## src/design/tksd_pkg.sv

```systemverilog
`default_nettype none
// ----------------------------------------------------------------------------
// tksd_pkg
// Shared types, key codes and decode tables for the terminal key sequence
// decoder.
// ----------------------------------------------------------------------------
package tksd_pkg;

	typedef logic [5:0] key_code_t;
	typedef logic [7:0] byte_t;
	typedef logic [15:0] tick_t;
	typedef logic [1:0] cfg_index_t;

	// Configuration register indexes
	localparam cfg_index_t CFG_PC_SCAN_MODE = 2'd0;
	localparam cfg_index_t CFG_IDLE_LIMIT   = 2'd1;
	localparam cfg_index_t CFG_GAP_LIMIT    = 2'd2;

	localparam tick_t IDLE_LIMIT_RST = 16'd1000;
	localparam tick_t GAP_LIMIT_RST  = 16'd100;
	localparam tick_t TICK_MAX       = 16'hFFFF;

	// Special bytes
	localparam byte_t B_NUL   = 8'd0;
	localparam byte_t B_BS    = 8'd8;
	localparam byte_t B_LF    = 8'd10;
	localparam byte_t B_CR    = 8'd13;
	localparam byte_t B_ESC   = 8'd27;
	localparam byte_t B_DEL   = 8'd127;
	localparam byte_t B_PCEXT = 8'd224;
	localparam byte_t B_LBRK  = 8'h5B; // '['
	localparam byte_t B_SS3   = 8'h4F; // 'O'
	localparam byte_t B_TILDE = 8'h7E; // '~'
	localparam byte_t B_SEMI  = 8'h3B; // ';'
	localparam byte_t B_DIG0  = 8'h30;
	localparam byte_t B_DIG9  = 8'h39;

	// Key codes
	localparam key_code_t K_CHAR    = 6'd0;
	localparam key_code_t K_ENTER   = 6'd1;
	localparam key_code_t K_BS      = 6'd2;
	localparam key_code_t K_ESC     = 6'd3;
	localparam key_code_t K_TIMEOUT = 6'd4;
	localparam key_code_t K_UP      = 6'd5;
	localparam key_code_t K_DOWN    = 6'd6;
	localparam key_code_t K_LEFT    = 6'd7;
	localparam key_code_t K_RIGHT   = 6'd8;
	localparam key_code_t K_HOME    = 6'd9;
	localparam key_code_t K_END     = 6'd10;
	localparam key_code_t K_PGUP    = 6'd11;
	localparam key_code_t K_PGDN    = 6'd12;
	localparam key_code_t K_INS     = 6'd13;
	localparam key_code_t K_DEL     = 6'd14;
	localparam key_code_t K_CHOME   = 6'd15;
	localparam key_code_t K_CEND    = 6'd16;
	localparam key_code_t K_F1      = 6'd17;
	localparam key_code_t K_F2      = 6'd18;
	localparam key_code_t K_F3      = 6'd19;
	localparam key_code_t K_F4      = 6'd20;
	localparam key_code_t K_F5      = 6'd21;
	localparam key_code_t K_F8      = 6'd22;
	localparam key_code_t K_F9      = 6'd23;
	localparam key_code_t K_F10     = 6'd24;
	localparam key_code_t K_ALTF    = 6'd25;
	localparam key_code_t K_ALTE    = 6'd26;
	localparam key_code_t K_ALTS    = 6'd27;
	localparam key_code_t K_ALTD    = 6'd28;
	localparam key_code_t K_ALTR    = 6'd29;
	localparam key_code_t K_ALTH    = 6'd30;
	localparam key_code_t K_SUP     = 6'd31;
	localparam key_code_t K_SDOWN   = 6'd32;
	localparam key_code_t K_SRIGHT  = 6'd33;
	localparam key_code_t K_SLEFT   = 6'd34;
	localparam key_code_t K_CINS    = 6'd35;
	localparam key_code_t K_SDEL    = 6'd36;
	localparam key_code_t K_SINS    = 6'd37;

	// Parser phase, one-hot
	typedef enum logic [8:0] {
		PH_IDLE     = 9'b000000001,
		PH_ESC      = 9'b000000010,
		PH_CSI      = 9'b000000100,
		PH_CSI_DIG  = 9'b000001000,
		PH_CSI_SEMI = 9'b000010000,
		PH_CSI_MOD  = 9'b000100000,
		PH_CSI_TWO  = 9'b001000000,
		PH_SS3      = 9'b010000000,
		PH_PC       = 9'b100000000
	} phase_t;

	typedef struct packed {
		logic  pc_scan_mode;
		tick_t idle_limit;
		tick_t gap_limit;
	} cfg_t;

	typedef struct packed {
		logic      has_result;
		key_code_t key_code;
		byte_t     char_value;
	} step_res_t;

	// Cursor keys shared by CSI and SS3
	function automatic key_code_t cursor_key(input byte_t b);
		key_code_t k;
		case (b)
			8'h41:   k = K_UP;    // A
			8'h42:   k = K_DOWN;  // B
			8'h43:   k = K_RIGHT; // C
			8'h44:   k = K_LEFT;  // D
			8'h48:   k = K_HOME;  // H
			8'h46:   k = K_END;   // F
			default: k = K_ESC;
		endcase
		return k;
	endfunction

	// Alt+letter, either case
	function automatic key_code_t alt_key(input byte_t b);
		byte_t     lc;
		key_code_t k;
		lc = b | 8'h20;
		case (lc)
			8'h66:   k = K_ALTF; // f
			8'h65:   k = K_ALTE; // e
			8'h73:   k = K_ALTS; // s
			8'h64:   k = K_ALTD; // d
			8'h72:   k = K_ALTR; // r
			8'h68:   k = K_ALTH; // h
			default: k = K_ESC;
		endcase
		return k;
	endfunction

	// PC console scan codes
	function automatic key_code_t pc_key(input byte_t b);
		key_code_t k;
		case (b)
			8'd72:   k = K_UP;
			8'd80:   k = K_DOWN;
			8'd75:   k = K_LEFT;
			8'd77:   k = K_RIGHT;
			8'd71:   k = K_HOME;
			8'd79:   k = K_END;
			8'd73:   k = K_PGUP;
			8'd81:   k = K_PGDN;
			8'd82:   k = K_INS;
			8'd83:   k = K_DEL;
			8'd119:  k = K_CHOME;
			8'd117:  k = K_CEND;
			8'd59:   k = K_F1;
			8'd60:   k = K_F2;
			8'd61:   k = K_F3;
			8'd62:   k = K_F4;
			8'd63:   k = K_F5;
			8'd66:   k = K_F8;
			8'd67:   k = K_F9;
			8'd68:   k = K_F10;
			8'd33:   k = K_ALTF;
			8'd18:   k = K_ALTE;
			8'd31:   k = K_ALTS;
			8'd32:   k = K_ALTD;
			8'd19:   k = K_ALTR;
			8'd35:   k = K_ALTH;
			8'd152:  k = K_SUP;
			8'd160:  k = K_SDOWN;
			8'd164:  k = K_CINS;
			8'd165:  k = K_SDEL;
			8'd166:  k = K_SINS;
			default: k = K_ESC;
		endcase
		return k;
	endfunction

	// SS3 final byte: F-keys, else cursor keys
	function automatic key_code_t ss3_key(input byte_t b);
		key_code_t k;
		case (b)
			8'h50:   k = K_F1; // P
			8'h51:   k = K_F2; // Q
			8'h52:   k = K_F3; // R
			8'h53:   k = K_F4; // S
			8'h74:   k = K_F5; // t
			8'h77:   k = K_F8; // w
			8'h78:   k = K_F9; // x
			default: k = cursor_key(b);
		endcase
		return k;
	endfunction

	// ESC [ d ~ editing keys
	function automatic key_code_t csi_tilde_key(input byte_t d);
		key_code_t k;
		case (d)
			8'h31, 8'h37: k = K_HOME;
			8'h32:        k = K_INS;
			8'h33:        k = K_DEL;
			8'h34, 8'h38: k = K_END;
			8'h35:        k = K_PGUP;
			8'h36:        k = K_PGDN;
			default:      k = K_ESC;
		endcase
		return k;
	endfunction

	// ESC [ d ; m f modified keys
	function automatic key_code_t csi_mod_key(input byte_t d, input byte_t m,
			input byte_t f);
		key_code_t k;
		k = K_ESC;
		if (d == 8'h31 && m == 8'h32) begin
			case (f)
				8'h41:   k = K_SUP;
				8'h42:   k = K_SDOWN;
				8'h43:   k = K_SRIGHT;
				8'h44:   k = K_SLEFT;
				default: k = K_ESC;
			endcase
		end else if (d == 8'h31 && m == 8'h35) begin
			case (f)
				8'h48:   k = K_CHOME;
				8'h46:   k = K_CEND;
				default: k = K_ESC;
			endcase
		end else if (f == B_TILDE) begin
			if (d == 8'h32 && m == 8'h35)      k = K_CINS;
			else if (d == 8'h33 && m == 8'h32) k = K_SDEL;
			else if (d == 8'h32 && m == 8'h32) k = K_SINS;
		end
		return k;
	endfunction

	// ESC [ d1 d2 ~ function keys
	function automatic key_code_t csi_two_key(input byte_t d1, input byte_t d2,
			input byte_t f);
		key_code_t k;
		k = K_ESC;
		if (f == B_TILDE) begin
			if (d1 == 8'h31) begin
				case (d2)
					8'h31:   k = K_F1;
					8'h32:   k = K_F2;
					8'h33:   k = K_F3;
					8'h34:   k = K_F4;
					8'h35:   k = K_F5;
					8'h39:   k = K_F8;
					default: k = K_ESC;
				endcase
			end else if (d1 == 8'h32) begin
				case (d2)
					8'h30:   k = K_F9;
					8'h31:   k = K_F10;
					default: k = K_ESC;
				endcase
			end
		end
		return k;
	endfunction

endpackage
`default_nettype wire

```

## src/design/tksd_in_if.sv

```systemverilog
`default_nettype none
// ----------------------------------------------------------------------------
// tksd_in_if
// Request channel into the decoder: one byte or one timer tick per request.
// ----------------------------------------------------------------------------
interface tksd_in_if;
	logic       valid;
	logic       ready;
	logic       cmd;
	logic [7:0] rx_byte;

	modport source (output valid, output cmd, output rx_byte, input ready);
	modport sink   (input valid, input cmd, input rx_byte, output ready);
endinterface
`default_nettype wire

```

## src/design/tksd_out_if.sv

```systemverilog
`default_nettype none
// ----------------------------------------------------------------------------
// tksd_out_if
// Key channel out of the decoder: one key code and its character per request.
// ----------------------------------------------------------------------------
interface tksd_out_if;
	logic       valid;
	logic       ready;
	logic [5:0] key_code;
	logic [7:0] char_value;

	modport source (output valid, output key_code, output char_value, input ready);
	modport sink   (input valid, input key_code, input char_value, output ready);
endinterface
`default_nettype wire

```

## src/design/tksd_cfg_regs.sv

```systemverilog
`default_nettype none
// ----------------------------------------------------------------------------
// tksd_cfg_regs
// Configuration register file: mode, idle timeout and in-sequence gap limit.
// ----------------------------------------------------------------------------
module tksd_cfg_regs (
	input  wire logic                clk,
	input  wire logic                arst_n,
	input  wire logic                cfg_we,
	input  wire tksd_pkg::cfg_index_t cfg_index,
	input  wire logic [15:0]         cfg_wdata,
	output tksd_pkg::cfg_t           cfg
);

	logic             pc_scan_mode_q;
	tksd_pkg::tick_t  idle_limit_q;
	tksd_pkg::tick_t  gap_limit_q;

	// Register writes; unknown indexes are dropped
	always_ff @(posedge clk or negedge arst_n) begin
		if (!arst_n) begin
			pc_scan_mode_q <= 1'b0;
			idle_limit_q   <= tksd_pkg::IDLE_LIMIT_RST;
			gap_limit_q    <= tksd_pkg::GAP_LIMIT_RST;
		end else if (cfg_we) begin
			case (cfg_index)
				tksd_pkg::CFG_PC_SCAN_MODE: pc_scan_mode_q <= cfg_wdata[0];
				tksd_pkg::CFG_IDLE_LIMIT:   idle_limit_q   <= cfg_wdata;
				tksd_pkg::CFG_GAP_LIMIT:    gap_limit_q    <= cfg_wdata;
				default: ;
			endcase
		end
	end

	assign cfg.pc_scan_mode = pc_scan_mode_q;
	assign cfg.idle_limit   = idle_limit_q;
	assign cfg.gap_limit    = gap_limit_q;

endmodule
`default_nettype wire

```

## src/design/tksd_parser.sv

```systemverilog
`default_nettype none
// ----------------------------------------------------------------------------
// tksd_parser
// Sequence parser: phase register, saved sequence bytes, tick counter and the
// combinational decode of one request into at most one key.
// ----------------------------------------------------------------------------
module tksd_parser (
	input  wire logic             clk,
	input  wire logic             arst_n,
	input  wire logic             step,
	input  wire logic             cmd,
	input  wire tksd_pkg::byte_t  rx_byte,
	input  wire tksd_pkg::cfg_t   cfg,
	output tksd_pkg::step_res_t   res
);

	tksd_pkg::phase_t phase_q, phase_d;
	tksd_pkg::byte_t  second_byte_q, second_byte_d;
	tksd_pkg::byte_t  third_byte_q, third_byte_d;
	tksd_pkg::byte_t  fourth_byte_q, fourth_byte_d;
	tksd_pkg::tick_t  tick_q, tick_d;
	tksd_pkg::tick_t  tick_sat;
	logic             go_idle;

	// Saturating idle count
	assign tick_sat = (tick_q < tksd_pkg::TICK_MAX) ? tick_q + 16'd1 : tick_q;

	// Next state and result
	always_comb begin
		phase_d       = phase_q;
		second_byte_d = second_byte_q;
		third_byte_d  = third_byte_q;
		fourth_byte_d = fourth_byte_q;
		tick_d        = tick_q;
		go_idle       = 1'b0;
		res           = '0;

		if (cmd) begin
			// timer tick
			if (phase_q == tksd_pkg::PH_IDLE) begin
				if (tick_sat >= cfg.idle_limit) begin
					tick_d         = '0;
					res.has_result = 1'b1;
					res.key_code   = tksd_pkg::K_TIMEOUT;
				end else begin
					tick_d = tick_sat;
				end
			end else if (phase_q != tksd_pkg::PH_PC) begin
				if (tick_q >= cfg.gap_limit) begin
					tick_d         = '0;
					go_idle        = 1'b1;
					res.has_result = 1'b1;
					res.key_code   = tksd_pkg::K_ESC;
				end else begin
					tick_d = tick_q + 16'd1;
				end
			end
		end else begin
			// received byte
			tick_d = '0;
			case (phase_q)
				tksd_pkg::PH_IDLE: begin
					if (rx_byte == tksd_pkg::B_CR || rx_byte == tksd_pkg::B_LF) begin
						res.has_result = 1'b1;
						res.key_code   = tksd_pkg::K_ENTER;
					end else if (rx_byte == tksd_pkg::B_BS || rx_byte == tksd_pkg::B_DEL) begin
						res.has_result = 1'b1;
						res.key_code   = tksd_pkg::K_BS;
					end else if (cfg.pc_scan_mode &&
							(rx_byte == tksd_pkg::B_NUL || rx_byte == tksd_pkg::B_PCEXT)) begin
						phase_d = tksd_pkg::PH_PC;
					end else if (!cfg.pc_scan_mode && rx_byte == tksd_pkg::B_ESC) begin
						phase_d = tksd_pkg::PH_ESC;
					end else begin
						res.has_result = 1'b1;
						res.key_code   = tksd_pkg::K_CHAR;
						res.char_value = rx_byte;
					end
				end
				tksd_pkg::PH_PC: begin
					go_idle        = 1'b1;
					res.has_result = 1'b1;
					res.key_code   = tksd_pkg::pc_key(rx_byte);
				end
				tksd_pkg::PH_ESC: begin
					if (rx_byte == tksd_pkg::B_LBRK) begin
						phase_d = tksd_pkg::PH_CSI;
					end else if (rx_byte == tksd_pkg::B_SS3) begin
						phase_d = tksd_pkg::PH_SS3;
					end else begin
						go_idle        = 1'b1;
						res.has_result = 1'b1;
						res.key_code   = tksd_pkg::alt_key(rx_byte);
					end
				end
				tksd_pkg::PH_SS3: begin
					go_idle        = 1'b1;
					res.has_result = 1'b1;
					res.key_code   = tksd_pkg::ss3_key(rx_byte);
				end
				tksd_pkg::PH_CSI: begin
					if (rx_byte >= tksd_pkg::B_DIG0 && rx_byte <= tksd_pkg::B_DIG9) begin
						second_byte_d = rx_byte;
						phase_d       = tksd_pkg::PH_CSI_DIG;
					end else begin
						go_idle        = 1'b1;
						res.has_result = 1'b1;
						res.key_code   = tksd_pkg::cursor_key(rx_byte);
					end
				end
				tksd_pkg::PH_CSI_DIG: begin
					third_byte_d = rx_byte;
					if (rx_byte == tksd_pkg::B_TILDE) begin
						go_idle        = 1'b1;
						res.has_result = 1'b1;
						res.key_code   = tksd_pkg::csi_tilde_key(second_byte_q);
					end else if (rx_byte == tksd_pkg::B_SEMI) begin
						phase_d = tksd_pkg::PH_CSI_SEMI;
					end else begin
						phase_d = tksd_pkg::PH_CSI_TWO;
					end
				end
				tksd_pkg::PH_CSI_SEMI: begin
					fourth_byte_d = rx_byte;
					phase_d       = tksd_pkg::PH_CSI_MOD;
				end
				tksd_pkg::PH_CSI_MOD: begin
					go_idle        = 1'b1;
					res.has_result = 1'b1;
					res.key_code   = tksd_pkg::csi_mod_key(second_byte_q, fourth_byte_q,
						rx_byte);
				end
				tksd_pkg::PH_CSI_TWO: begin
					go_idle        = 1'b1;
					res.has_result = 1'b1;
					res.key_code   = tksd_pkg::csi_two_key(second_byte_q, third_byte_q,
						rx_byte);
				end
				default: begin
					go_idle        = 1'b1;
					res.has_result = 1'b1;
					res.key_code   = tksd_pkg::K_ESC;
				end
			endcase
		end

		// sequence ended or dropped
		if (go_idle) begin
			phase_d       = tksd_pkg::PH_IDLE;
			second_byte_d = '0;
			third_byte_d  = '0;
			fourth_byte_d = '0;
		end
	end

	// Parser state
	always_ff @(posedge clk or negedge arst_n) begin
		if (!arst_n) begin
			phase_q       <= tksd_pkg::PH_IDLE;
			second_byte_q <= '0;
			third_byte_q  <= '0;
			fourth_byte_q <= '0;
			tick_q        <= '0;
		end else if (step) begin
			phase_q       <= phase_d;
			second_byte_q <= second_byte_d;
			third_byte_q  <= third_byte_d;
			fourth_byte_q <= fourth_byte_d;
			tick_q        <= tick_d;
		end
	end

endmodule
`default_nettype wire

```

## src/design/terminal_key_sequence_decoder_core.sv

```systemverilog
`default_nettype none
// ----------------------------------------------------------------------------
// terminal_key_sequence_decoder_core
// Turns keyboard bytes and timer ticks into key codes (ANSI or PC scan mode).
// ----------------------------------------------------------------------------
// Usage:
//   rx_ch carries one request per accepted valid/ready beat: cmd 0 with a
//   received byte, or cmd 1 for one elapsed timer tick. key_ch delivers key
//   requests (key_code, char_value); a request on rx_ch yields zero or one
//   key request.
//   A request accepted on rx_ch sits in the input register, is decoded
//   combinationally and its key is loaded into the output register for key_ch.
//   One request per cycle is taken while key_ch does not stall; the decode
//   between the input register and the output register is combinational.
//   If key_ch stalls with a key pending, the output register holds it; the
//   input register still takes one more request, then rx_ch.ready drops until
//   the key is taken. A held request waits on a pending key even when it
//   yields no key itself.
//   Configuration (cfg_we, cfg_wdata; cfg_index 0 pc_scan_mode, 1 idle_limit,
//   2 gap_limit) is the user's to write while the block is idle; not enforced.
//   Reset clears both registers' valid flags and puts the parser idle with
//   tick count zero; registers reset to ANSI mode, idle 1000, gap 100.
// ----------------------------------------------------------------------------
module terminal_key_sequence_decoder_core (
	input  wire logic        clk,
	input  wire logic        arst_n,
	tksd_in_if.sink          rx_ch,
	tksd_out_if.source       key_ch,
	input  wire logic        cfg_we,
	input  wire logic [1:0]  cfg_index,
	input  wire logic [15:0] cfg_wdata
);

	tksd_pkg::cfg_t      cfg;
	tksd_pkg::step_res_t res;

	logic                item_valid_s1;
	logic                cmd_s1;
	tksd_pkg::byte_t     rx_byte_s1;
	logic                out_valid_q;
	tksd_pkg::key_code_t key_code_q;
	tksd_pkg::byte_t     char_value_q;
	logic                step;

	// Decode the held request when the output slot is free or being drained
	assign step        = item_valid_s1 && (!out_valid_q || key_ch.ready);
	assign rx_ch.ready = !item_valid_s1 || step;

	tksd_cfg_regs u_cfg (
		.clk       (clk),
		.arst_n    (arst_n),
		.cfg_we    (cfg_we),
		.cfg_index (cfg_index),
		.cfg_wdata (cfg_wdata),
		.cfg       (cfg)
	);

	tksd_parser u_parser (
		.clk     (clk),
		.arst_n  (arst_n),
		.step    (step),
		.cmd     (cmd_s1),
		.rx_byte (rx_byte_s1),
		.cfg     (cfg),
		.res     (res)
	);

	// Input register
	always_ff @(posedge clk or negedge arst_n) begin
		if (!arst_n) begin
			item_valid_s1 <= 1'b0;
		end else if (rx_ch.ready) begin
			item_valid_s1 <= rx_ch.valid;
		end
	end

	always_ff @(posedge clk) begin
		if (rx_ch.valid && rx_ch.ready) begin
			cmd_s1     <= rx_ch.cmd;
			rx_byte_s1 <= rx_ch.rx_byte;
		end
	end

	// Output register
	always_ff @(posedge clk or negedge arst_n) begin
		if (!arst_n) begin
			out_valid_q <= 1'b0;
		end else if (step) begin
			out_valid_q <= res.has_result;
		end else if (key_ch.ready) begin
			out_valid_q <= 1'b0;
		end
	end

	always_ff @(posedge clk) begin
		if (step && res.has_result) begin
			key_code_q   <= res.key_code;
			char_value_q <= res.char_value;
		end
	end

	assign key_ch.valid      = out_valid_q;
	assign key_ch.key_code   = key_code_q;
	assign key_ch.char_value = char_value_q;

endmodule
`default_nettype wire

```

## src/flat_wrapper.sv

```systemverilog
// flat-port wrapper written by rule: the top's interface ports become plain ports
module terminal_key_sequence_decoder_core_flat 
  (clk, arst_n, cfg_we, cfg_index, cfg_wdata, rx_ch_valid, rx_ch_cmd, rx_ch_rx_byte, rx_ch_ready, key_ch_valid, key_ch_key_code, key_ch_char_value, key_ch_ready);
  tksd_in_if rx_ch_i ();
  tksd_out_if key_ch_i ();
  input  wire logic clk;
  input  wire logic arst_n;
  input  wire logic cfg_we;
  input  wire logic [1:0] cfg_index;
  input  wire logic [15:0] cfg_wdata;
  input wire logic [$bits(rx_ch_i.valid)-1:0] rx_ch_valid;
  input wire logic [$bits(rx_ch_i.cmd)-1:0] rx_ch_cmd;
  input wire logic [$bits(rx_ch_i.rx_byte)-1:0] rx_ch_rx_byte;
  output wire logic [$bits(rx_ch_i.ready)-1:0] rx_ch_ready;
  output wire logic [$bits(key_ch_i.valid)-1:0] key_ch_valid;
  output wire logic [$bits(key_ch_i.key_code)-1:0] key_ch_key_code;
  output wire logic [$bits(key_ch_i.char_value)-1:0] key_ch_char_value;
  input wire logic [$bits(key_ch_i.ready)-1:0] key_ch_ready;
  assign rx_ch_i.valid = rx_ch_valid;
  assign rx_ch_i.cmd = rx_ch_cmd;
  assign rx_ch_i.rx_byte = rx_ch_rx_byte;
  assign rx_ch_ready = rx_ch_i.ready;
  assign key_ch_valid = key_ch_i.valid;
  assign key_ch_key_code = key_ch_i.key_code;
  assign key_ch_char_value = key_ch_i.char_value;
  assign key_ch_i.ready = key_ch_ready;
  terminal_key_sequence_decoder_core u_core (.clk(clk), .arst_n(arst_n), .rx_ch(rx_ch_i), .key_ch(key_ch_i), .cfg_we(cfg_we), .cfg_index(cfg_index), .cfg_wdata(cfg_wdata));
endmodule
```

## config.mk

```make
export PLATFORM = sky130hd
export DESIGN_NAME = terminal_key_sequence_decoder_core_flat
export DESIGN_NICKNAME = d
export VERILOG_FILES = /design/src/design/tksd_pkg.sv /design/src/design/tksd_in_if.sv /design/src/design/tksd_out_if.sv /design/src/design/tksd_cfg_regs.sv /design/src/design/tksd_parser.sv /design/src/design/terminal_key_sequence_decoder_core.sv /design/src/flat_wrapper.sv
export SDC_FILE = /design/constraint.sdc
export NUM_CORES = 1
export LEC_CHECK = 0
export ABC_AREA = 1
export ABC_CLOCK_PERIOD_IN_PS = 5600
export BUFFER_PORTS_ARGS = -buffer_cell sky130_fd_sc_hd__buf_2
export CAP_MARGIN = 10
export CORE_MARGIN = 8
export CORE_UTILIZATION = 40
export CTS_CLUSTER_SIZE = 8
export DETAILED_ROUTE_END_ITERATION = 8
export MAX_ROUTING_LAYER = met4
export SYNTH_ARGS = -nofsm -noshare
export SYNTH_HDL_FRONTEND = slang
export SYNTH_SLANG_ARGS = --single-unit
```

## constraint.sdc

```tcl
create_clock -name clk -period 5.6 [get_ports clk]
set_clock_uncertainty 0.15 [all_clocks]
set_input_delay 0.28 -clock clk [delete_from_list [all_inputs] [get_ports clk]]
set_output_delay 0.28 -clock clk [all_outputs]
set_load 0.005 [all_outputs]
```

# Word level (Yosys, flattened, before mapping)
# Index checks and enable logic that the tools add are counted.
[word_totals] register_bits=107 in_bits=32 out_inout_bits=16
[op_classes] addsub=1 order_cmp=5 eq_ne=86 mux=71 n_bitwise=1 n_reduce_logical=39
[ops] op="$eq 8x6->1 const B" n=25
[ops] op="$pmux 6 s31" n=1
[ops] op="$eq 8x7->1 const B" n=22
[ops] op="$mux 16" n=6
[ops] op="$mux 9" n=10
[ops] op="$mux 7" n=12
[ops] op="$mux 8" n=10
[ops] op="$pmux 7 s9" n=1
[ops] op="$pmux 5 s6" n=2
[ops] op="$mux 6" n=9
[ops] op="$eq 8x8->1 const B" n=6
[ops] op="$pmux 4 s6" n=2
[ops] op="$pmux 9 s5" n=1
[ops] op="$eq 7x6->1 const B" n=6
[ops] op="$pmux 5 s7" n=1
[ops] op="$eq 8x5->1 const B" n=4
[ops] op="$ge 16x16->1" n=2
[ops] op="$mux 15" n=2
[ops] op="$eq 8x4->1 const B" n=3
[ops] op="$pmux 6 s4" n=1
[ops] op="$pmux 5 s2" n=2
[ops] op="$add 16x1->16 const B" n=1
[ops] op="$lt 16x16->1 const B" n=1
[ops] op="$ne 3x3->1 const B" n=5
[ops] op="33 further kinds" n=68

# Logic depth before layout (Yosys ltp)
# Gate-level depths: netlist of run 1.
[depth] word_depth=11 depth_mapped=20 depth_no_buf=20

# Modules after synthesis
# Synthesis of run 1 repeated with hierarchy kept, for this count alone.
[unflattened] cells_unflattened=1206 area_unflattened_um2=8230.4
[by_module_without_submodules] mod="tksd_parser" n_inst=1 cells_per_inst=1017 area_each_um2=5761.8 seq_area_each_um2=1227.4
[by_module_without_submodules] mod="tksd_cfg_regs" n_inst=1 cells_per_inst=151 area_each_um2=1671.6 seq_area_each_um2=837.1
[by_module_without_submodules] mod="terminal_key_sequence_decoder_core" n_inst=1 cells_per_inst=38 area_each_um2=797.0 seq_area_each_um2=740.7

# Worst setup path before layout of run 1
# Ideal clock, no wire load.
[synth_path] kind="register to register" startpoint="register u_core.u_parser.tick_q[2]" endpoint="register u_core.char_value_q[0] (netlist: u_core.key_ch.char_value[0]), enable pin" setup_ns=0.384 t_arrival_ns=3.035 slack_ns=2.031 path_stages_with_launch=17 n_path_buf=0 period_less_slack_ns=3.569 path_cell_list="dfrtp_1 > inv_1 > nor3_2 > inv_1 > nor2_1 > nand2_1 > xor2_1 > or2_1 > ha_1 > nand3_1 > nor3_1 > nand3_1 > nand3_1 > nand2_1 > inv_1 > nor2_1 > nor2_1"
[synth_via] elab_chain_cells=7 word_cells_on_any_way=11 classes_between="add/sub (1); order compare (3); mux (6); reduce/logical (1)"
[synth_rtl] element="from (decl)" line="tksd_parser.sv:21" rtl="tksd_pkg::tick_t tick_q, tick_d;"
[synth_rtl] element="from (signal assigned)" line="tksd_parser.sv:169" rtl="tick_q <= tick_d;"
[synth_rtl] element="$add 16x1->16 or $lt 16x16->1 (tied branches)" line="tksd_parser.sv:26" rtl="assign tick_sat = (tick_q < tksd_pkg::TICK_MAX) ? tick_q + 16'd1 : tick_q;"
[synth_rtl] element="$mux 16" line="tksd_parser.sv:26"
[synth_rtl] element="$ge 16x16->1" line="tksd_parser.sv:41" rtl="if (tick_sat >= cfg.idle_limit) begin"
[synth_rtl] element="$mux 7" line="tksd_parser.sv:41"
[synth_rtl] element="$mux 7 *" line="tksd_parser.sv:40" rtl="if (phase_q == tksd_pkg::PH_IDLE) begin"
[synth_rtl] element="$mux 7 *" line="tksd_parser.sv:38" rtl="if (cmd) begin"
[synth_rtl] element="$logic_and 1x1->1 *" line="terminal_key_sequence_decoder_core.sv:96" rtl="if (step && res.has_result) begin"
[synth_rtl] element="to (signal assigned)" line="terminal_key_sequence_decoder_core.sv:98" rtl="char_value_q <= res.char_value;"
[synth_rtl] element="to (decl)" line="terminal_key_sequence_decoder_core.sv:42" rtl="tksd_pkg::byte_t char_value_q;"
# Every way passes the cells marked *; elsewhere a longest branch is shown, timed or not.
# A chain may end at the register's enable or synchronous reset.

# Worst setup path in the final report of run 1
[layout_path] startpoint="register u_core.u_parser.tick_q[2]" endpoint="register u_core.key_code_q[0] (netlist: u_core.key_ch.key_code[0]), enable pin"
[layout_via] elab_chain_cells=7 word_cells_on_any_way=11 classes_between="add/sub (1); order compare (3); mux (6); reduce/logical (1)"
[layout_rtl] element="$add 16x1->16 or $lt 16x16->1 (tied branches)" line="tksd_parser.sv:26"
[layout_rtl] element="$mux 16" line="tksd_parser.sv:26"
[layout_rtl] element="$ge 16x16->1" line="tksd_parser.sv:41"
[layout_rtl] element="$mux 7" line="tksd_parser.sv:41"
[layout_rtl] element="$mux 7 *" line="tksd_parser.sv:40"
[layout_rtl] element="$mux 7 *" line="tksd_parser.sv:38"
[layout_rtl] element="$logic_and 1x1->1 *" line="terminal_key_sequence_decoder_core.sv:96"
[layout_rtl] element="to (signal assigned)" line="terminal_key_sequence_decoder_core.sv:97" rtl="key_code_q <= res.key_code;"
[layout_rtl] element="to (decl)" line="terminal_key_sequence_decoder_core.sv:41" rtl="tksd_pkg::key_code_t key_code_q;"
# Marked as above.

==> flow_summary.ini, run 1 <==
[synth]
syn_area_per_cell_um2 = 6.64
ys_seq_elements = 107
synth_area_leaders = dfrtp_1, nand2_1, edfxtp_1
postSynthNetCount = 1221
ys_types = 44
yosys.area.top_type = dfrtp_1
syn_area_um2 = 7670
yosysWarningCount = 0
synth_top_cell_area_share = 0.241
synth_edf_count = 23
synth-main-ff-cell = dfrtp_1
synth_cells = 1156
seq_area_frac_synth = 0.366
ys_async_sr_fraction = 0.785

[detailed_routing]
drt_iter0_markers = 543
detail-route-antenna-nets = 0
viasPerCell = 5.08
vias = 7376
drt_pass1_iterations = 5
post_drt_wl_per_cell_um = 15.4
drc = 0
wl_mm = 22.4

[timing]
setup_viol = 0
finalHoldWorstSlack_ns = 0.0210
hold_violations = 0
maxSlewHeadroom = 0.299
finalSetupTns_ns = 0
max_freq_mhz = 247
period_share = 0.723
rsz0062_at_grt = false
worstMarginPinSlew_ns = 1.05
slew_violations = 0
fin_crit_ns = 4.05

[clocking]
cts_max_level = 3
clockRootBuffer = clkbuf_16
cts.sinks = 107
tritoncts = built
cts_max_path_buffers = 2
cts.reportedPaths.clkPinSlew_ns = 0.08
cts_buffers = 9
insertion_delay_ns = 0.37

[global_route]
grt-ovfl-total = 0
grt_pass1_vias = 7016
grt_pass1_wl_mm = 36.5
grt_usage = 0.196
grt_max_degree = 45
grt_antenna_before_repair = 0

[finish]
synthToLayoutAreaGrowth_pct = 11.8
seq_area_um2 = 2810
multi_input_area_um2 = 4160
drive_gt1_frac = 0.0935
fin_nets = 1279
antenna_cells = 0
n_fill_cell = 2004

[placed_design]
gp_congestion = 0.947
io_buffers = 47
place_hpwl_mm = 17.5

[worst_setup_path]
timing_worst_setup_path_type = reg2reg
start_kind = register
crit_fanout = 14
end_kind = register
arrival_ns = 3.97
critPathRequiredTime_ns = 5.52

[power_and_ir_drop]
p_leak_uw = 0.00463
ir_drop_v = 0.000172
power_density_nw_per_um2 = 349
power.internal_uw = 1670
p_sw_frac = 0.442
pwr-share-seq = 0.373
p_switching_uw = 1320
pwr-share-clk = 0.219
power_frac_comb = 0.408

[die]
die_x_um = 155
ios = 48
start_util = 0.409
coreArea_um2 = 18800
die_h_um = 155
fp-row-count = 50
die_area_um2 = 23900

[status]
status = complete, no violations

[run]
timing.max_cap.violations = 0

[hold_path]
hold_class = in2reg
final timing paths:
path / from / slack, ns / to / cells after the start
max in group asynchronous: arst_n / 4.04 / u_core.u_parser.second_byte_q[4] / 3
hold reg to reg: u_core.u_parser.third_byte_q[5] / 0.33 / u_core.u_parser.third_byte_q[5] / 2
min in group asynchronous: arst_n / 0.27 / u_core.u_cfg.gap_limit_q[13] / 2
setup reg to reg: u_core.u_parser.tick_q[2] / 1.55 / u_core.key_ch.key_code[0] / 17
setup / recovery: u_core.u_parser.tick_q[2] / 1.55 / u_core.key_ch.key_code[0] / 17
hold / removal: cfg_wdata[3] / 0.02 / u_core.u_cfg.idle_limit_q[3] / 3
critical path, cell delays in order (launching register included):
cell,delay (ns)
dfrtp_1,0.46
inv_1,0.08
nor3_2,0.40
inv_1,0.11
nor2_1,0.19
nand2_1,0.09
xor2_1,0.16
or2_1,0.24
ha_1,0.30
nand3_1,0.09
nor3_1,0.23
nand3_1,0.11
nand3_1,0.13
nand2_1,0.31
inv_1,0.26
nor2_1,0.08
nor2_1,0.11
buf_4,0.25
sequential cells by signal, summed over array words and instances, names as in the netlist, 6 cells and up:
register / cells
u_core.u_cfg.gap_limit_q: 16
u_core.u_parser.phase_q: 9
u_core.u_parser.second_byte_q: 8
u_core.u_parser.fourth_byte_q: 8
u_core.key_ch.char_value: 8
u_core.rx_byte_s1: 8
u_core.u_parser.tick_q: 16
u_core.key_ch.key_code: 6
u_core.u_cfg.idle_limit_q: 16
u_core.u_parser.third_byte_q: 8
cell type report:
class | count | area share
well taps | 234 | 0.0341
clock inverters | 7 | 0.00787
repair buffers | 65 | 0.0478
clock buffers | 9 | 0.0262
inverters | 167 | 0.0730
multi-input cells | 864 | 0.484
flip-flops and latches | 107 | 0.327
metrics by stage:
stage	instance area [um^2]	setup slack (ns)	power, uW	utilization	std cells
finish	8580	1.55	2990	0.457	1453
global placement	8140	1.73	2330	0.434	1422
floorplan	7670	2.03	1980	-	1156
global route	8580	1.22	3240	0.457	1453
detailed placement	8140	1.60	2330	0.434	1422
CTS	8580	1.58	3010	0.457	1453
synth_stat cells (all sizes together), types with 2 or more instances:
cell type and count:
inv 166, xnor2 2, or2 2, and2 2
dfstp 10, ha 33, nand3b 4, dfrtp 74
nor2 173, buf 7, xor2 9, a21oi 31
o21a 2, clkbuf 11, nand4 40, nor3 12
o21ai 77, edfxtp 23, nand2 385, nand3 83
o21bai 2
timing repair:
action / CTS / global route
resized for setup: 0 / 0
endpoints found under the setup margin: 0 / 0
hold buffers: 15 / 0
setup buffers: 0 / 0
hold endpoints to repair: 49 / 0
cells in the final DEF (no fill, tap or decap), types with 30 or more instances in the layout:
cell	synthesis	layout
nor2_1	162	162
ha_1	33	33
nand3_1	79	79
a21oi_1	30	30
nand2_1	374	374
dfrtp_1	74	74
buf_2	4	46
o21ai_0	73	73
inv_1	159	159
nand4_1	39	39
power by group through the flow:
stage	sequential, uW	clock, uW	combinational (uW)
after floorplan	1090	0	887
after global placement	1130	0	1200
after detailed placement	1130	0	1200
after CTS	1120	674	1220
after global routing	1140	703	1400
final	1120	656	1220
metal layers:
layer  global-route usage  share of wire
met5                    -              0
met4               0.0518          0.016
met3               0.0256          0.045
met2                0.308           0.45
met1                0.263           0.49
cells by family (layout without fill, tap and decap cells):
logic type | count (synthesis) | in the layout | share of synthesized area
buf+inv | 185 | 248 | 0.0931
compound gates | 117 | 117 | 0.0810
fa+ha+maj | 33 | 33 | 0.0538
simple gates | 703 | 703 | 0.394
xor+xnor | 11 | 11 | 0.0126
flops | 107 | 107 | 0.366
(Power assumes the default switching activity.)
==> inputs of run 2 (changes only) <==
--- a/config.mk
+++ b/config.mk
@@ -6,7 +6,7 @@
 export NUM_CORES = 1
 export LEC_CHECK = 0
 export ABC_AREA = 1
-export ABC_CLOCK_PERIOD_IN_PS = 5600
+export ABC_CLOCK_PERIOD_IN_PS = 3700
 export BUFFER_PORTS_ARGS = -buffer_cell sky130_fd_sc_hd__buf_2
 export CAP_MARGIN = 10
 export CORE_MARGIN = 8
==> constraint.sdc (replaced) <==
create_clock -name clk -period 3.7 [get_ports clk]
set_clock_uncertainty 0.15 [all_clocks]
set_input_delay 0.185 -clock clk [delete_from_list [all_inputs] [get_ports clk]]
set_output_delay 0.185 -clock clk [all_outputs]
set_load 0.005 [all_outputs]
==> flow_summary.ini, run 2 (same netlist as run 1, synthesis figures left out) <==
[status]
status = complete, no violations

[power_and_ir_drop]
power_frac_comb = 0.423
p_leak_uw = 0.00475
power_density_nw_per_um2 = 522
p_sw_frac = 0.439
ir_drop_v = 0.000279
pwr-share-clk = 0.213
p_switching_uw = 2020
power.internal_uw = 2590
pwr-share-seq = 0.365

[clocking]
cts_setup_buffers = 0
tritoncts = built
cts.reportedPaths.clkPinSlew_ns = 0.08
insertion_delay_ns = 0.37
cts.sinks = 107
cts_buffers = 9
clockRootBuffer = clkbuf_16
cts_max_path_buffers = 2
cts_max_level = 3

[finish]
mostFrequentLayoutCells = nand2_1, nor2_1, inv_1
mostFrequentLayoutCell = nand2_1
antenna_cells = 0
synthToLayoutAreaGrowth_pct = 15.0
top_regs = u_core.u_cfg.gap_limit_q x16, u_core.u_cfg.idle_limit_q x16, u_core.u_parser.tick_q x16
fin_nets = 1305
final_core_util = 0.470
drive_gt1_frac = 0.100

[worst_setup_path]
ff2ff_setup_slack_ns = 0.28
end_kind = register
rr_startpoint = u_core.u_parser.tick_q[1]
timing_worst_setup_path_type = reg2reg
crit_start = u_core.u_parser.tick_q[1]
critPathRequiredTime_ns = 3.63
start_kind = register
r2r-end = u_core.key_ch.char_value[4]
arrival_ns = 3.35
worstRegToRegCells = 20
crit_fanout = 14

[timing]
maxSlewHeadroom = 0.272
max_freq_mhz = 292
fin_crit_ns = 3.42
period_share = 0.924
finalSetupTns_ns = 0
setup_viol = 0
worstMarginPinSlew_ns = 1.09
hold_violations = 0
slew_violations = 0
rsz0062_at_grt = false

[hold_path]
hold_class = in2reg
hp-start = cfg_index[1]
whs_endpoint = u_core.u_cfg.pc_scan_mode_q
min_delay_path_depth = 5

[run]
timing.max_cap.violations = 0

[die]
die_x_um = 155
fp-row-count = 50
ios = 48
start_util = 0.409
die_area_um2 = 23900
coreArea_um2 = 18800
die_h_um = 155

[detailed_routing]
post_drt_wl_per_cell_um = 15.2
vias = 7533
drt_iter0_markers = 636
drt_pass1_iterations = 5
wl_mm = 22.5
detail-route-antenna-nets = 0
drc = 0
viasPerCell = 5.09

[global_route]
grt_usage = 0.197
grt_max_degree = 85
grt-ovfl-total = 0
grt_pass1_wl_mm = 36.9
grt_antenna_before_repair = 0
grt_pass1_vias = 7196

[placed_design]
io_buffers = 47
place_hpwl_mm = 17.4
gp_congestion = 0.946
run 2: critical path, stage by stage, from the launching register on:
cell	delay, ns
dfrtp_1	0.42
ha_1	0.23
nand3_1	0.16
inv_1	0.10
nand2_1	0.09
nor2_1	0.06
buf_4	0.18
nor2_1	0.21
inv_1	0.07
ha_1	0.29
nand2_1	0.06
inv_1	0.05
nand3_1	0.09
nor3_2	0.18
nand3_1	0.09
nand3_1	0.12
nand2_1	0.08
inv_1	0.07
nor2_1	0.05
nor2_1	0.19
buf_12	0.18
run 2: power groups by stage:
stage	combinational [uW]	sequential [uW]	clock, uW
4_1_cts	1940	1680	1000
5_1_grt	2210	1720	1050
2_1_floorplan	1340	1650	0
6_report	1950	1680	980
3_5_place_dp	1910	1700	0
3_3_place_gp	1900	1700	0
run 2: repair_timing:
action	CTS	global route
resized for setup	0	1
hold endpoints to repair	117	0
setup endpoints to repair	0	14
hold buffers	30	0
run 2: area by class of cell:
type | instances | area [um^2]
fillers | 1927 | 9940
clock buffers | 9 | 225
flip-flops and latches | 107 | 2810
repair buffers | 91 | 656
well taps | 234 | 293
multi-input cells | 864 | 4160
clock inverters | 7 | 58.8
inverters | 167 | 627
run 2: layer usage:
layer / track usage / wire (um) / vias up
met4: 0.0429 / 325 / 0
met1: 0.263 / 11000 / 3469
li1: - / - / 3846
met5: - / 0 / -
met3: 0.0254 / 904 / 23
met2: 0.315 / 10200 / 195
run 2: stage by stage:
stage	instance area [um^2]	power, uW	hold slack, ns	setup WS, ns	cells
finish	8820	4610	0.0516	0.280	1479
global route	8820	4980	0.111	0.0253	1479
CTS	8820	4620	0.0292	0.158	1479
detailed placement	8240	3610	0.213	0.181	1433
global placement	8240	3600	0.212	0.200	1433
floorplan	7670	2990	-0.261	0.131	1156
run 2: worst max path at each step:
stage,endpoint,cells after the start
floorplan,u_core.key_ch.char_value[0],16
global placement,u_core.key_ch.key_code[2],20
detailed placement,u_core.key_ch.key_code[2],20
CTS,u_core.key_ch.char_value[1],20
global route,u_core.key_ch.key_code[2],20
finish,u_core.key_ch.char_value[4],20
==> inputs of run 3 (changes only) <==
--- a/config.mk
+++ b/config.mk
@@ -6,12 +6,12 @@
 export NUM_CORES = 1
 export LEC_CHECK = 0
 export ABC_AREA = 1
-export ABC_CLOCK_PERIOD_IN_PS = 3700
+export ABC_CLOCK_PERIOD_IN_PS = 3400
 export BUFFER_PORTS_ARGS = -buffer_cell sky130_fd_sc_hd__buf_2
 export CAP_MARGIN = 10
 export CORE_MARGIN = 8
 export CORE_UTILIZATION = 40
-export CTS_CLUSTER_SIZE = 8
+export CTS_CLUSTER_SIZE = 14
 export DETAILED_ROUTE_END_ITERATION = 8
 export MAX_ROUTING_LAYER = met4
 export SYNTH_ARGS = -nofsm -noshare
==> constraint.sdc (replaced) <==
create_clock -name clk -period 3.4 [get_ports clk]
set_clock_uncertainty 0.15 [all_clocks]
set_input_delay 0.17 -clock clk [delete_from_list [all_inputs] [get_ports clk]]
set_output_delay 0.17 -clock clk [all_outputs]
set_load 0.005 [all_outputs]
==> flow_summary.ini, run 3 (same netlist as run 1, synthesis figures left out) <==
[die]
fp-row-count = 50
die_area_um2 = 23900
start_util = 0.409
die_x_um = 155
die_h_um = 155
ios = 48
coreArea_um2 = 18800

[power_and_ir_drop]
pwr-share-seq = 0.350
power_frac_comb = 0.434
pwr-share-clk = 0.216
ir_drop_v = 0.000292
p_leak_uw = 0.00488
p_sw_frac = 0.429
power.total_uw = 5180
power_density_nw_per_um2 = 572
p_switching_uw = 2220
power.internal_uw = 2960

[worst_setup_path]
timing_worst_setup_path_type = reg2reg
critPathRequiredTime_ns = 3.33
start_kind = register
arrival_ns = 3.19
crit_fanout = 6
end_kind = register

[timing]
setup_viol = 0
period_share = 0.957
max_freq_mhz = 307
worstMarginPinSlew_ns = 1.08
maxSlewHeadroom = 0.282
fin_crit_ns = 3.26
slew_violations = 0
hold_violations = 0
setup_ws_ns = 0.145

[global_route]
grt_pass1_wl_mm = 37.3
grt_busiest_layer = met2
met1_usage = 0.243
grt_use_met3 = 0.0237
grt_max_degree = 85
grt_antenna_before_repair = 0
grt_pass1_vias = 7557
met2_usage = 0.333
grt_usage = 0.200
grt-ovfl-total = 0

[clocking]
cts_buffers = 9
cts.reportedPaths.clkPinSlew_ns = 0.08
tritoncts = built
cts_max_path_buffers = 2
cts_max_level = 3
insertion_delay_ns = 0.36
clockRootBuffer = clkbuf_16
cts.sinks = 107

[placed_design]
placed_cell_area_um2 = 8320
io_buffers = 47
place_hpwl_mm = 17.7
pre_cts_ws_ns = 0.0227
gp_congestion = 0.951
dp_cells = 1446

[run]
timing.max_cap.violations = 0

[finish]
stdcell_count = 1498
drive_gt1_frac = 0.127
antenna_cells = 0
fin_area_um2 = 9070
final_core_util = 0.483
top_regs = u_core.u_cfg.gap_limit_q x16, u_core.u_cfg.idle_limit_q x16, u_core.u_parser.tick_q x16
fin_nets = 1324
mostFrequentLayoutCell = nand2_1
synthToLayoutAreaGrowth_pct = 18.1
mostFrequentLayoutCells = nand2_1, inv_1, nor2_1

[detailed_routing]
drt_iter0_markers = 589
detail-route-antenna-nets = 0
post_drt_wl_per_cell_um = 15.2
wl_mm = 22.8
viasPerCell = 5.12
drc = 0
drt_pass1_iterations = 5
vias = 7676

[status]
status = complete, no violations

[hold_path]
hold_class = reg2reg
## run 3: cell count changes in the layout (fill, tap and decap cells not counted), sizes merged
cell	previous run	this run
bufinv	0	1
dlygate4sd3	30	31
buf	61	79
clkinv	4	3
## run 3: repair_timing
action | CTS | global route
hold buffers | 31 | 0
gates resized for setup | 0 | 27
endpoints found under the setup margin | 0 | 22
endpoints found under the hold margin | 118 | 0
buffers inserted | 0 | 4
## run 3: worst paths after layout
check / startpoint / end / slack [ns] / depth (start not counted)
setup / recovery: u_core.u_parser.tick_q[0] / u_core.key_ch.key_code[0] / 0.14 / 23
hold / removal: u_core.u_parser.second_byte_q[4] / u_core.u_parser.second_byte_q[4] / 0.33 / 2
setup reg to reg: u_core.u_parser.tick_q[0] / u_core.key_ch.key_code[0] / 0.14 / 23
hold reg to reg: u_core.u_parser.second_byte_q[4] / u_core.u_parser.second_byte_q[4] / 0.33 / 2
max in group asynchronous: arst_n / u_core.u_parser.tick_q[4] / 1.94 / 2
min in group asynchronous: arst_n / u_core.u_cfg.idle_limit_q[13] / 0.39 / 2
## run 3: power by group through the flow
| stage | sequential [uW] | clock [uW] | combinational [uW] |
|---|---|---|---|
| 6_report | 1820 | 1120 | 2250 |
| 5_1_grt | 1860 | 1190 | 2540 |
| 4_1_cts | 1810 | 1140 | 2180 |
| 3_5_place_dp | 1830 | 0 | 2140 |
| 3_3_place_gp | 1830 | 0 | 2140 |
| 2_1_floorplan | 1800 | 0 | 1460 |
## run 3: through the flow
| stage | TNS, ns | hold slack (ns) |
|---|---|---|
| floorplan | 0 | -0.276 |
| global placement | 0 | 0.197 |
| detailed placement | 0 | 0.198 |
| CTS | 0 | 0.333 |
| global route | -0.412 | 0.346 |
| finish | 0 | 0.328 |
## run 3: per-layer routing
metal / routed length [um] / share of wire
met2: 10900 / 0.48
met3: 894 / 0.039
met5: 0 / 0
met1: 10300 / 0.45
met4: 703 / 0.031
## run 3: area by class of cell
type / count / area, um^2
Tap cell: 234 / 293
Multi-Input combinational cell: 864 / 4230
Inverter: 167 / 627
Timing Repair Buffer: 110 / 801
Clock inverter: 7 / 82.6
Fill cell: 1919 / 9700
Sequential cell: 107 / 2810
Clock buffer: 9 / 225
## run 3: critical path, cell delays in order (launching register included)
cell     delay, ns
dfrtp_1       0.41
buf_4         0.14
ha_4          0.13
nand3_2       0.09
inv_1         0.10
nand2_2       0.08
nor2_4        0.15
buf_6         0.16
nand2_1       0.07
and2_1        0.17
ha_1          0.19
inv_1         0.05
a21oi_1       0.06
o21ai_1       0.17
buf_4         0.13
nand2_1       0.04
nand2_1       0.05
nand2_1       0.06
nand3_2       0.10
nand2_2       0.07
inv_2         0.06
nor2_2        0.04
nor2_2        0.14
buf_6         0.16
